<file path="src/hw/rtl/twac_pkg.sv">
// ----------------------------------------------------------------------------
// twac_pkg - shared types and constants for the three-way alignment cost block
// Column kind codes, register indexes, front-to-back queue entry and helpers.
// ----------------------------------------------------------------------------
package twac_pkg;

    // Column kind codes as they arrive on the input stream
    typedef logic [1:0] kind_t;
    localparam kind_t KIND_MATCH = 2'd0;
    localparam kind_t KIND_DEL   = 2'd1;
    localparam kind_t KIND_INS   = 2'd2;
    localparam kind_t KIND_RSVD  = 2'd3;   // unused code, column is rejected

    // Configuration register indexes
    localparam int unsigned CFG_IDX_W = 8;
    localparam logic [CFG_IDX_W-1:0] REG_MISMATCH   = 8'd0;
    localparam logic [CFG_IDX_W-1:0] REG_GAP_OPEN   = 8'd1;
    localparam logic [CFG_IDX_W-1:0] REG_INS_EXTEND = 8'd2;
    localparam logic [CFG_IDX_W-1:0] REG_DEL_EXTEND = 8'd3;

    localparam int unsigned COST_W = 32;
    localparam int unsigned CHAR_W = 8;
    localparam int unsigned PEN_W  = 8;
    localparam int unsigned COL_W  = 12;   // worst column cost < 4096

    typedef struct packed {
        logic [PEN_W-1:0] mismatch_cost;
        logic [PEN_W-1:0] gap_open_cost;
        logic [PEN_W-1:0] insert_extend_cost;
        logic [PEN_W-1:0] delete_extend_cost;
    } cfg_t;

    // One classified column, front to back
    typedef struct packed {
        kind_t       kind_a;
        kind_t       kind_b;
        kind_t       kind_c;
        logic        has_ins;
        logic [1:0]  del_cnt;
        logic [1:0]  mis_cnt;
        logic        bad;
        logic        last;
    } entry_t;

    // Small count (0..3) times an 8-bit cost, shift and add
    function automatic logic [PEN_W+1:0] cost_times(input logic [1:0] n,
                                                    input logic [PEN_W-1:0] c);
        logic [PEN_W+1:0] p0;
        logic [PEN_W+1:0] p1;
        begin
            p0 = {2'b00, c} & {(PEN_W+2){n[0]}};
            p1 = {1'b0, c, 1'b0} & {(PEN_W+2){n[1]}};
            cost_times = p0 + p1;
        end
    endfunction

endpackage

</file>
<file path="src/hw/rtl/three_way_alignment_cost.sv">
// ----------------------------------------------------------------------------
// three_way_alignment_cost - affine-gap cost accumulator for 3-row alignments
// Streams alignment columns in and the running alignment cost out.
// ----------------------------------------------------------------------------
// One column item per clock, sustained while the cost stream is not stalled.
// A column is classified (legality, deletion/insertion counts, character
// mismatch count) on the way into a two-entry queue; the accumulator drains
// the queue, charges gap-open against the previous column's kinds, adds
// insert- or delete-extend and mismatch costs, and adds the column cost to a
// 32-bit total that sticks at all ones. A column reaches the output through
// the queue register and then the result register; the accumulator's
// add-and-saturate loop around the total register sets the one-per-cycle
// rate. Each column gives exactly one output item: tlast marks the column
// that closed the alignment (total and kinds then restart), tuser marks a
// rejected column (no match row, two or more insertions, or kind code 3),
// which reports the unchanged total and is otherwise ignored. Cost registers
// are written through the cfg port (always ready); the user must write them
// only while the block idles, which the block itself does not enforce;
// indexes above three are dropped.
// ----------------------------------------------------------------------------
module three_way_alignment_cost (
    input  logic                              aclk,
    input  logic                              aresetn,
    // column stream
    input  logic                              s_axis_tvalid,
    output logic                              s_axis_tready,
    // kind_a[1:0], kind_b[3:2], kind_c[5:4], char_a[13:6], char_b[21:14],
    // char_c[29:22], zero fill [31:30]
    input  logic [31:0]                       s_axis_tdata,
    input  logic                              s_axis_tlast,   // last_column
    // cost stream
    output logic                              m_axis_tvalid,
    input  logic                              m_axis_tready,
    output logic [31:0]                       m_axis_tdata,   // running_cost[31:0]
    output logic                              m_axis_tlast,   // alignment_done
    output logic                              m_axis_tuser,   // bad_column
    // cost register writes
    input  logic                              cfg_valid,
    output logic                              cfg_ready,
    input  logic [twac_pkg::CFG_IDX_W-1:0]    cfg_index,
    input  logic [7:0]                        cfg_data
);

    twac_pkg::cfg_t   cfg_reg, cfg_next;
    twac_pkg::entry_t front_entry;
    twac_pkg::entry_t queue_entry;
    logic             queue_valid;
    logic             back_ready;

    // ---- cost registers --------------------------------------------------
    assign cfg_ready = 1'b1;

    always_comb begin
        cfg_next = cfg_reg;
        if (cfg_valid) begin
            case (cfg_index)
                twac_pkg::REG_MISMATCH:   cfg_next.mismatch_cost      = cfg_data;
                twac_pkg::REG_GAP_OPEN:   cfg_next.gap_open_cost      = cfg_data;
                twac_pkg::REG_INS_EXTEND: cfg_next.insert_extend_cost = cfg_data;
                twac_pkg::REG_DEL_EXTEND: cfg_next.delete_extend_cost = cfg_data;
                default: ;   // unmapped index, write dropped
            endcase
        end
    end

    always_ff @(posedge aclk) begin
        if (!aresetn) begin
            cfg_reg.mismatch_cost      <= 8'd1;
            cfg_reg.gap_open_cost      <= 8'd3;
            cfg_reg.insert_extend_cost <= 8'd1;
            cfg_reg.delete_extend_cost <= 8'd1;
        end else begin
            cfg_reg <= cfg_next;
        end
    end

    // ---- front: classify column -------------------------------------------
    twac_front u_front (
        .kind_a      (s_axis_tdata[1:0]),
        .kind_b      (s_axis_tdata[3:2]),
        .kind_c      (s_axis_tdata[5:4]),
        .char_a      (s_axis_tdata[13:6]),
        .char_b      (s_axis_tdata[21:14]),
        .char_c      (s_axis_tdata[29:22]),
        .last_column (s_axis_tlast),
        .entry       (front_entry)
    );

    // ---- queue: decouples input and output stalls -------------------------
    twac_queue u_queue (
        .aclk      (aclk),
        .aresetn   (aresetn),
        .in_valid  (s_axis_tvalid),
        .in_ready  (s_axis_tready),
        .in_entry  (front_entry),
        .out_valid (queue_valid),
        .out_ready (back_ready),
        .out_entry (queue_entry)
    );

    // ---- back: accumulate and hold the result -----------------------------
    twac_back u_back (
        .aclk      (aclk),
        .aresetn   (aresetn),
        .cfg       (cfg_reg),
        .in_valid  (queue_valid),
        .in_ready  (back_ready),
        .in_entry  (queue_entry),
        .out_valid (m_axis_tvalid),
        .out_ready (m_axis_tready),
        .out_cost  (m_axis_tdata),
        .out_done  (m_axis_tlast),
        .out_bad   (m_axis_tuser)
    );

endmodule

</file>
<file path="src/hw/rtl/twac_front.sv">
// ----------------------------------------------------------------------------
// twac_front - column classifier
// Checks a column for legality and boils it down to counts for the back end.
// ----------------------------------------------------------------------------
module twac_front (
    input  twac_pkg::kind_t                 kind_a,
    input  twac_pkg::kind_t                 kind_b,
    input  twac_pkg::kind_t                 kind_c,
    input  logic [twac_pkg::CHAR_W-1:0]     char_a,
    input  logic [twac_pkg::CHAR_W-1:0]     char_b,
    input  logic [twac_pkg::CHAR_W-1:0]     char_c,
    input  logic                            last_column,
    output twac_pkg::entry_t                entry
);

    logic       ma, mb, mc;
    logic       ia, ib, ic;
    logic       da, db, dc;
    logic       any_rsvd;
    logic [1:0] n_match;
    logic [1:0] n_ins;
    logic       ne_ab, ne_bc, ne_ac;
    logic [1:0] mis_cnt;

    always_comb begin
        ma = (kind_a == twac_pkg::KIND_MATCH);
        mb = (kind_b == twac_pkg::KIND_MATCH);
        mc = (kind_c == twac_pkg::KIND_MATCH);
        ia = (kind_a == twac_pkg::KIND_INS);
        ib = (kind_b == twac_pkg::KIND_INS);
        ic = (kind_c == twac_pkg::KIND_INS);
        da = (kind_a == twac_pkg::KIND_DEL);
        db = (kind_b == twac_pkg::KIND_DEL);
        dc = (kind_c == twac_pkg::KIND_DEL);
        any_rsvd = (kind_a == twac_pkg::KIND_RSVD) || (kind_b == twac_pkg::KIND_RSVD) ||
                   (kind_c == twac_pkg::KIND_RSVD);
        n_match = {1'b0, ma} + {1'b0, mb} + {1'b0, mc};
        n_ins   = {1'b0, ia} + {1'b0, ib} + {1'b0, ic};

        ne_ab = (char_a != char_b);
        ne_bc = (char_b != char_c);
        ne_ac = (char_a != char_c);

        // x-y-x over three rows counts once, not twice
        if (ma && mb && mc) begin
            mis_cnt = {1'b0, ne_ab} + {1'b0, ne_bc};
            if (!ne_ac && ne_ab) begin
                mis_cnt = 2'd1;
            end
        end else if (ma && mb) begin
            mis_cnt = {1'b0, ne_ab};
        end else if (ma && mc) begin
            mis_cnt = {1'b0, ne_ac};
        end else if (mb && mc) begin
            mis_cnt = {1'b0, ne_bc};
        end else begin
            mis_cnt = 2'd0;
        end

        entry.kind_a  = kind_a;
        entry.kind_b  = kind_b;
        entry.kind_c  = kind_c;
        entry.has_ins = (n_ins != 2'd0);
        entry.del_cnt = {1'b0, da} + {1'b0, db} + {1'b0, dc};
        entry.mis_cnt = mis_cnt;
        entry.bad     = any_rsvd || (n_match == 2'd0) || (n_ins > 2'd1);
        entry.last    = last_column;
    end

endmodule

</file>
<file path="src/hw/rtl/twac_queue.sv">
// ----------------------------------------------------------------------------
// twac_queue - two-entry queue between classifier and accumulator
// Head/tail register pair; full throughput with simultaneous push and pop.
// ----------------------------------------------------------------------------
module twac_queue (
    input  logic              aclk,
    input  logic              aresetn,
    input  logic              in_valid,
    output logic              in_ready,
    input  twac_pkg::entry_t  in_entry,
    output logic              out_valid,
    input  logic              out_ready,
    output twac_pkg::entry_t  out_entry
);

    logic [1:0]       count_reg, count_next;
    twac_pkg::entry_t head_reg, head_next;
    twac_pkg::entry_t tail_reg, tail_next;
    logic             push, pop;

    assign in_ready  = (count_reg != 2'd2);
    assign out_valid = (count_reg != 2'd0);
    assign out_entry = head_reg;
    assign push      = in_valid && in_ready;
    assign pop       = out_valid && out_ready;

    always_comb begin
        count_next = count_reg;
        head_next  = head_reg;
        tail_next  = tail_reg;
        if (push && !pop) begin
            if (count_reg == 2'd0) begin
                head_next = in_entry;
            end else begin
                tail_next = in_entry;
            end
            count_next = count_reg + 2'd1;
        end else if (pop && !push) begin
            head_next  = tail_reg;
            count_next = count_reg - 2'd1;
        end else if (pop && push) begin
            if (count_reg == 2'd1) begin
                head_next = in_entry;
            end else begin
                head_next = tail_reg;
                tail_next = in_entry;
            end
        end
    end

    always_ff @(posedge aclk) begin
        if (!aresetn) begin
            count_reg <= 2'd0;
        end else begin
            count_reg <= count_next;
        end
        head_reg <= head_next;
        tail_reg <= tail_next;
    end

endmodule

</file>
<file path="src/hw/rtl/twac_back.sv">
// ----------------------------------------------------------------------------
// twac_back - column cost and running total
// Applies gap-open against the previous kinds, adds with saturation and
// holds the result in an output register.
// ----------------------------------------------------------------------------
module twac_back (
    input  logic                            aclk,
    input  logic                            aresetn,
    input  twac_pkg::cfg_t                  cfg,
    input  logic                            in_valid,
    output logic                            in_ready,
    input  twac_pkg::entry_t                in_entry,
    output logic                            out_valid,
    input  logic                            out_ready,
    output logic [twac_pkg::COST_W-1:0]     out_cost,
    output logic                            out_done,
    output logic                            out_bad
);

    logic [twac_pkg::COST_W-1:0] total_reg, total_next;
    twac_pkg::kind_t             prev_a_reg, prev_a_next;
    twac_pkg::kind_t             prev_b_reg, prev_b_next;
    twac_pkg::kind_t             prev_c_reg, prev_c_next;
    logic                        valid_reg, valid_next;
    logic [twac_pkg::COST_W-1:0] cost_reg, cost_next;
    logic                        done_reg, done_next;
    logic                        bad_reg, bad_next;

    logic                        take;
    logic                        ga, gb, gc;
    logic [1:0]                  gap_cnt;
    logic [twac_pkg::COL_W-1:0]  body;
    logic [twac_pkg::COL_W-1:0]  col;
    logic [twac_pkg::COST_W:0]   sum;
    logic [twac_pkg::COST_W-1:0] sat;

    assign in_ready  = !valid_reg || out_ready;
    assign take      = in_valid && in_ready;
    assign out_valid = valid_reg;
    assign out_cost  = cost_reg;
    assign out_done  = done_reg;
    assign out_bad   = bad_reg;

    always_comb begin
        ga = (in_entry.kind_a != twac_pkg::KIND_MATCH) && (in_entry.kind_a != prev_a_reg);
        gb = (in_entry.kind_b != twac_pkg::KIND_MATCH) && (in_entry.kind_b != prev_b_reg);
        gc = (in_entry.kind_c != twac_pkg::KIND_MATCH) && (in_entry.kind_c != prev_c_reg);
        gap_cnt = {1'b0, ga} + {1'b0, gb} + {1'b0, gc};

        if (in_entry.has_ins) begin
            body = {{(twac_pkg::COL_W-twac_pkg::PEN_W){1'b0}}, cfg.insert_extend_cost};
        end else begin
            body = {2'b00, twac_pkg::cost_times(in_entry.del_cnt, cfg.delete_extend_cost)}
                 + {2'b00, twac_pkg::cost_times(in_entry.mis_cnt, cfg.mismatch_cost)};
        end
        col = body + {2'b00, twac_pkg::cost_times(gap_cnt, cfg.gap_open_cost)};

        sum = {1'b0, total_reg}
            + {{(twac_pkg::COST_W+1-twac_pkg::COL_W){1'b0}}, col};
        sat = sum[twac_pkg::COST_W] ? {twac_pkg::COST_W{1'b1}} : sum[twac_pkg::COST_W-1:0];
    end

    always_comb begin
        total_next  = total_reg;
        prev_a_next = prev_a_reg;
        prev_b_next = prev_b_reg;
        prev_c_next = prev_c_reg;
        valid_next  = valid_reg && !out_ready;
        cost_next   = cost_reg;
        done_next   = done_reg;
        bad_next    = bad_reg;
        if (take) begin
            valid_next = 1'b1;
            if (in_entry.bad) begin
                // rejected column: report, leave state alone
                cost_next = total_reg;
                done_next = 1'b0;
                bad_next  = 1'b1;
            end else begin
                cost_next = sat;
                done_next = in_entry.last;
                bad_next  = 1'b0;
                if (in_entry.last) begin
                    total_next  = '0;
                    prev_a_next = twac_pkg::KIND_MATCH;
                    prev_b_next = twac_pkg::KIND_MATCH;
                    prev_c_next = twac_pkg::KIND_MATCH;
                end else begin
                    total_next  = sat;
                    prev_a_next = in_entry.kind_a;
                    prev_b_next = in_entry.kind_b;
                    prev_c_next = in_entry.kind_c;
                end
            end
        end
    end

    always_ff @(posedge aclk) begin
        if (!aresetn) begin
            total_reg  <= '0;
            prev_a_reg <= twac_pkg::KIND_MATCH;
            prev_b_reg <= twac_pkg::KIND_MATCH;
            prev_c_reg <= twac_pkg::KIND_MATCH;
            valid_reg  <= 1'b0;
        end else begin
            total_reg  <= total_next;
            prev_a_reg <= prev_a_next;
            prev_b_reg <= prev_b_next;
            prev_c_reg <= prev_c_next;
            valid_reg  <= valid_next;
        end
        cost_reg <= cost_next;
        done_reg <= done_next;
        bad_reg  <= bad_next;
    end

endmodule

</file>
<file path="config.mk">
export PLATFORM = sky130hd
export DESIGN_NAME = three_way_alignment_cost
export DESIGN_NICKNAME = d
export VERILOG_FILES = /design/src/hw/rtl/twac_pkg.sv /design/src/hw/rtl/three_way_alignment_cost.sv /design/src/hw/rtl/twac_front.sv /design/src/hw/rtl/twac_queue.sv /design/src/hw/rtl/twac_back.sv
export SDC_FILE = /design/constraint.sdc
export NUM_CORES = 1
export LEC_CHECK = 0
export ABC_AREA = 1
export BUFFER_PORTS_ARGS = -buffer_cell sky130_fd_sc_hd__clkbuf_2
export CAP_MARGIN = 10
export CORE_UTILIZATION = 25
export DETAILED_ROUTE_END_ITERATION = 8
export PLACE_DENSITY = 0.51
export SLEW_MARGIN = 10
export SYNTH_ARGS = -nofsm -noshare
export SYNTH_HDL_FRONTEND = slang
export SYNTH_HIERARCHICAL = 1
export SYNTH_SLANG_ARGS = --single-unit
</file>
<file path="constraint.sdc">
create_clock -name aclk -period 16.4 [get_ports aclk]
set_clock_uncertainty 0.15 [all_clocks]
set_input_delay 0.82 -clock aclk [delete_from_list [all_inputs] [get_ports aclk]]
set_output_delay 0.82 -clock aclk [all_outputs]
set_load 0.005 [all_outputs]
</file>
==> key figures <==
Run status
  – Status: complete, no violations

Route
  – ANT nets after route: 0
  – WL final: 25300 um
  – DRT Pass-1 Iters: 7
  – Iter 0 DRT Violations: 435
  – DRC Markers: 0
  – Number of vias per cell: about 4.3
  – Via count: between 9k and 10k
  – WL per Instance: 12.1 um

Logic synthesis
  – Post-Synthesis Cells: 1489
  – Top cells by count, synth: nand2_1 (467), inv_1 (220), nor2_1 (116)
  – Syn Area/Cell: 6.89 um^2
  – Prevailing post-synth register cell: dfxtp_1
  – Count leader, synth: nand2_1
  – Post-synth top area cell: edfxtp_1
  – Top cells by area, synth: edfxtp_1 (18%), nand2_1 (17%), dfxtp_1 (14%)
  – Synth async-reset ratio: 0
  – Sequential area share after synthesis: 0.318
  – Synth warn: 6
  – Synth Register Bits: approximately 130
  – Post-synth EDFFs: 60
  – Post-Syn Area: 10300 um^2
  – Post-synthesis net count: between 1.5k and 2k
  – Yosys cell types: between 40 and 50
  – Share of the synthesized area in the top cell type: 0.176

CTS
  – CTS Hold Bufs: 0
  – Clock Tree Root: clkbuf_16
  – CTS buffer count: 17
  – Clk buf depth: 2
  – CTS tree: done
  – Clock sink count: approximately 130
  – H-tree depth: 4
  – Setup bufs post-CTS: 0
  – # resized after CTS: 0
  – Clk slew on worst S/H paths: 60 ps
  – Clock latency on the worst-skew pair: 430 ps

Placed design
  – Detailed Place HPWL: roughly 19000 um
  – Final GP Congestion: 0.834
  – Port Buf Inserts: 87

Critical path
  – Worst endpoint required time: about 16000 ps
  – CP peak stage delay: between 500 and 600 ps
  – Slowest cell on crit path: nand4_4
  – Most used cell along the critical path: inv_1
  – Reg-to-Reg End: u_back/out_cost[19]
  – RR Startpoint: u_queue/out_entry[2]
  – R2r worst-path depth: 32
  – Worst Setup Start Kind: flop
  – Setup crit end kind: flop
  – CP arrival: about 6600 ps
  – Worst-path maximum fanout: 37
  – Critical path class: reg -> reg
  – Worst R2R Setup Slack: 9850 ps

Die
  – Die width: between 200 and 250 um
  – Die area: 41800 um^2
  – # rows: 73
  – Core area: 40100 um^2
  – Die outline height: 205 um
  – I/O pin cnt: 91
  – Starting density of the core: 0.256

Global routing
  – Antenna violations before repair: 0
  – Largest net degree at the start of global routing: 63
  – GRT Residual Overflow: 0
  – Vias in the first global route: 8495
  – Overall routing resource usage: 0.125
  – First-pass GRT wire length: 42000 um

Timing
  – Final setup fails: 0
  – Min Clock Period, post-route: 6550 ps
  – RSZ-0062 raised after global routing: no
  – Hold slack: 311 ps
  – Tcrit/Tclk final: 0.399
  – Worst-margin pin slew: 1160 ps
  – Fin Setup TNS: 0 ps
  – Count of pins over their slew limit: 0
  – Relative slew margins: 0.226
  – Max Fclk: 153 MHz
  – Final Hold Fails: 0

Cells and area
  – Area Overhead vs Synth: 13.5%
  – Final net count: 1675
  – Share of layout cells above drive strength 1: 0.128
  – Fillers: 4386
  – Multi-input logic area: just under 6000 um^2
  – Ant diodes: 0
  – Seq. cell area: 3260 um^2

Pwr
  – Max IR drop VDD: approximately 120 uV
  – PwrDens: 142 nW/um^2
  – P_leak: about 5.8 nW

Run
  – Maxcap violations: 0

Worst hold path
  – Hold Crit Start: cfg_reg[17]
  – HP Class: reg -> reg
  – Hold Crit Depth: 2
  – Hold EP: cfg_reg[17]
==> area by class of cell <==
type / instances / share of cell area
sequential: 133 / 0.280
multi-input combinational: 1077 / 0.500
clock inverter: 13 / 0.00785
tap: 525 / 0.0564
timing repair buffer: 92 / 0.0406
clock buffer: 19 / 0.0408
inverter: 228 / 0.0735
==> power by group <==
part / total (mW) / switching (mW) / internal, mW / leakage, nW
clock network: 0.369 / 0.156 / 0.213 / 0.290
registers: 0.509 / 0.0492 / 0.460 / 1.17
logic: 0.771 / 0.495 / 0.275 / 4.29
total: 1.65 / 0.701 / 0.948 / 5.75
==> metrics by stage <==
step	cell area, um^2	std cells	power (mW)	setup slack [ps]	utilization
after global routing	11600	2087	1.80	9190	0.290
after global placement	11100	2055	1.28	9920	0.276
final	11600	2087	1.65	9850	0.290
after detailed placement	11100	2055	1.29	9830	0.276
after floorplan	10300	1489	1.08	11110	-
after CTS	11600	2087	1.67	9780	0.290
==> cells by family (layout without fill, tap and decap cells) <==
kind of cell | after synthesis | in the layout | share of synthesized area
and+or+nand+nor | 773 | 773 | 0.329
adders and majority gates | 72 | 72 | 0.0951
DFF | 133 | 133 | 0.318
AOI/OAI and AO/OA | 180 | 180 | 0.0977
muxes | 1 | 1 | 0.000976
xor gates and xnor gates | 50 | 50 | 0.0427
other | 1 | 1 | 0.000366
buffers and inverters | 279 | 352 | 0.116
==> critical path: cells and delay by family, from the launching register on <==
family	cells	cell delay [ps]
flops	1	510
buf+inv	5	290
xor+xnor	3	470
compound gates	6	1090
simple gates	12	2040
fa+ha+maj	5	1630
mux	1	140
==> how the worst max path moves through the flow <==
stage	startpoint	endpoint
3_5_place_dp	u_queue/out_entry[3]	u_back/out_cost[19]
6_report	u_queue/out_entry[2]	u_back/out_cost[19]
5_1_grt	u_queue/out_entry[3]	u_back/out_cost[19]
3_3_place_gp	u_queue/out_entry[2]	u_back/out_cost[19]
4_1_cts	u_queue/out_entry[2]	u_back/out_cost[19]
2_1_floorplan	u_queue/out_entry[2]	u_back/out_cost[27]
==> metal layers <==
metal | vias to the layer above | GRT usage | routed length [um]
met5 | - | 0 | 0
met4 | 0 | 0.0378 | 329
met3 | 16 | 0.0232 | 991
met2 | 165 | 0.199 | 11200
met1 | 4036 | 0.172 | 12800
li1 | 4847 | - | -
==> layout by cell type (no fill, tap or decap), types with 7 or more instances in the layout <==
cell,synthesis,final
nor2_1,116,115
dfxtp_1,73,73
edfxtp_1,60,60
clkbuf_16,0,19
nand2_1,467,467
inv_2,7,7
o21bai_1,7,7
xnor2_1,30,30
nand4_1,12,12
xor2_1,20,20
nand3_2,17,17
fa_1,10,10
a21oi_2,11,11
clkbuf_2,0,87
nor2_2,9,10
a21oi_1,101,100
nand2_2,13,13
inv_1,220,220
nor3_1,12,12
a31oi_1,11,11
o21ai_0,38,37
ha_1,62,62
nand3_1,106,106
(Power assumes the default switching activity.)
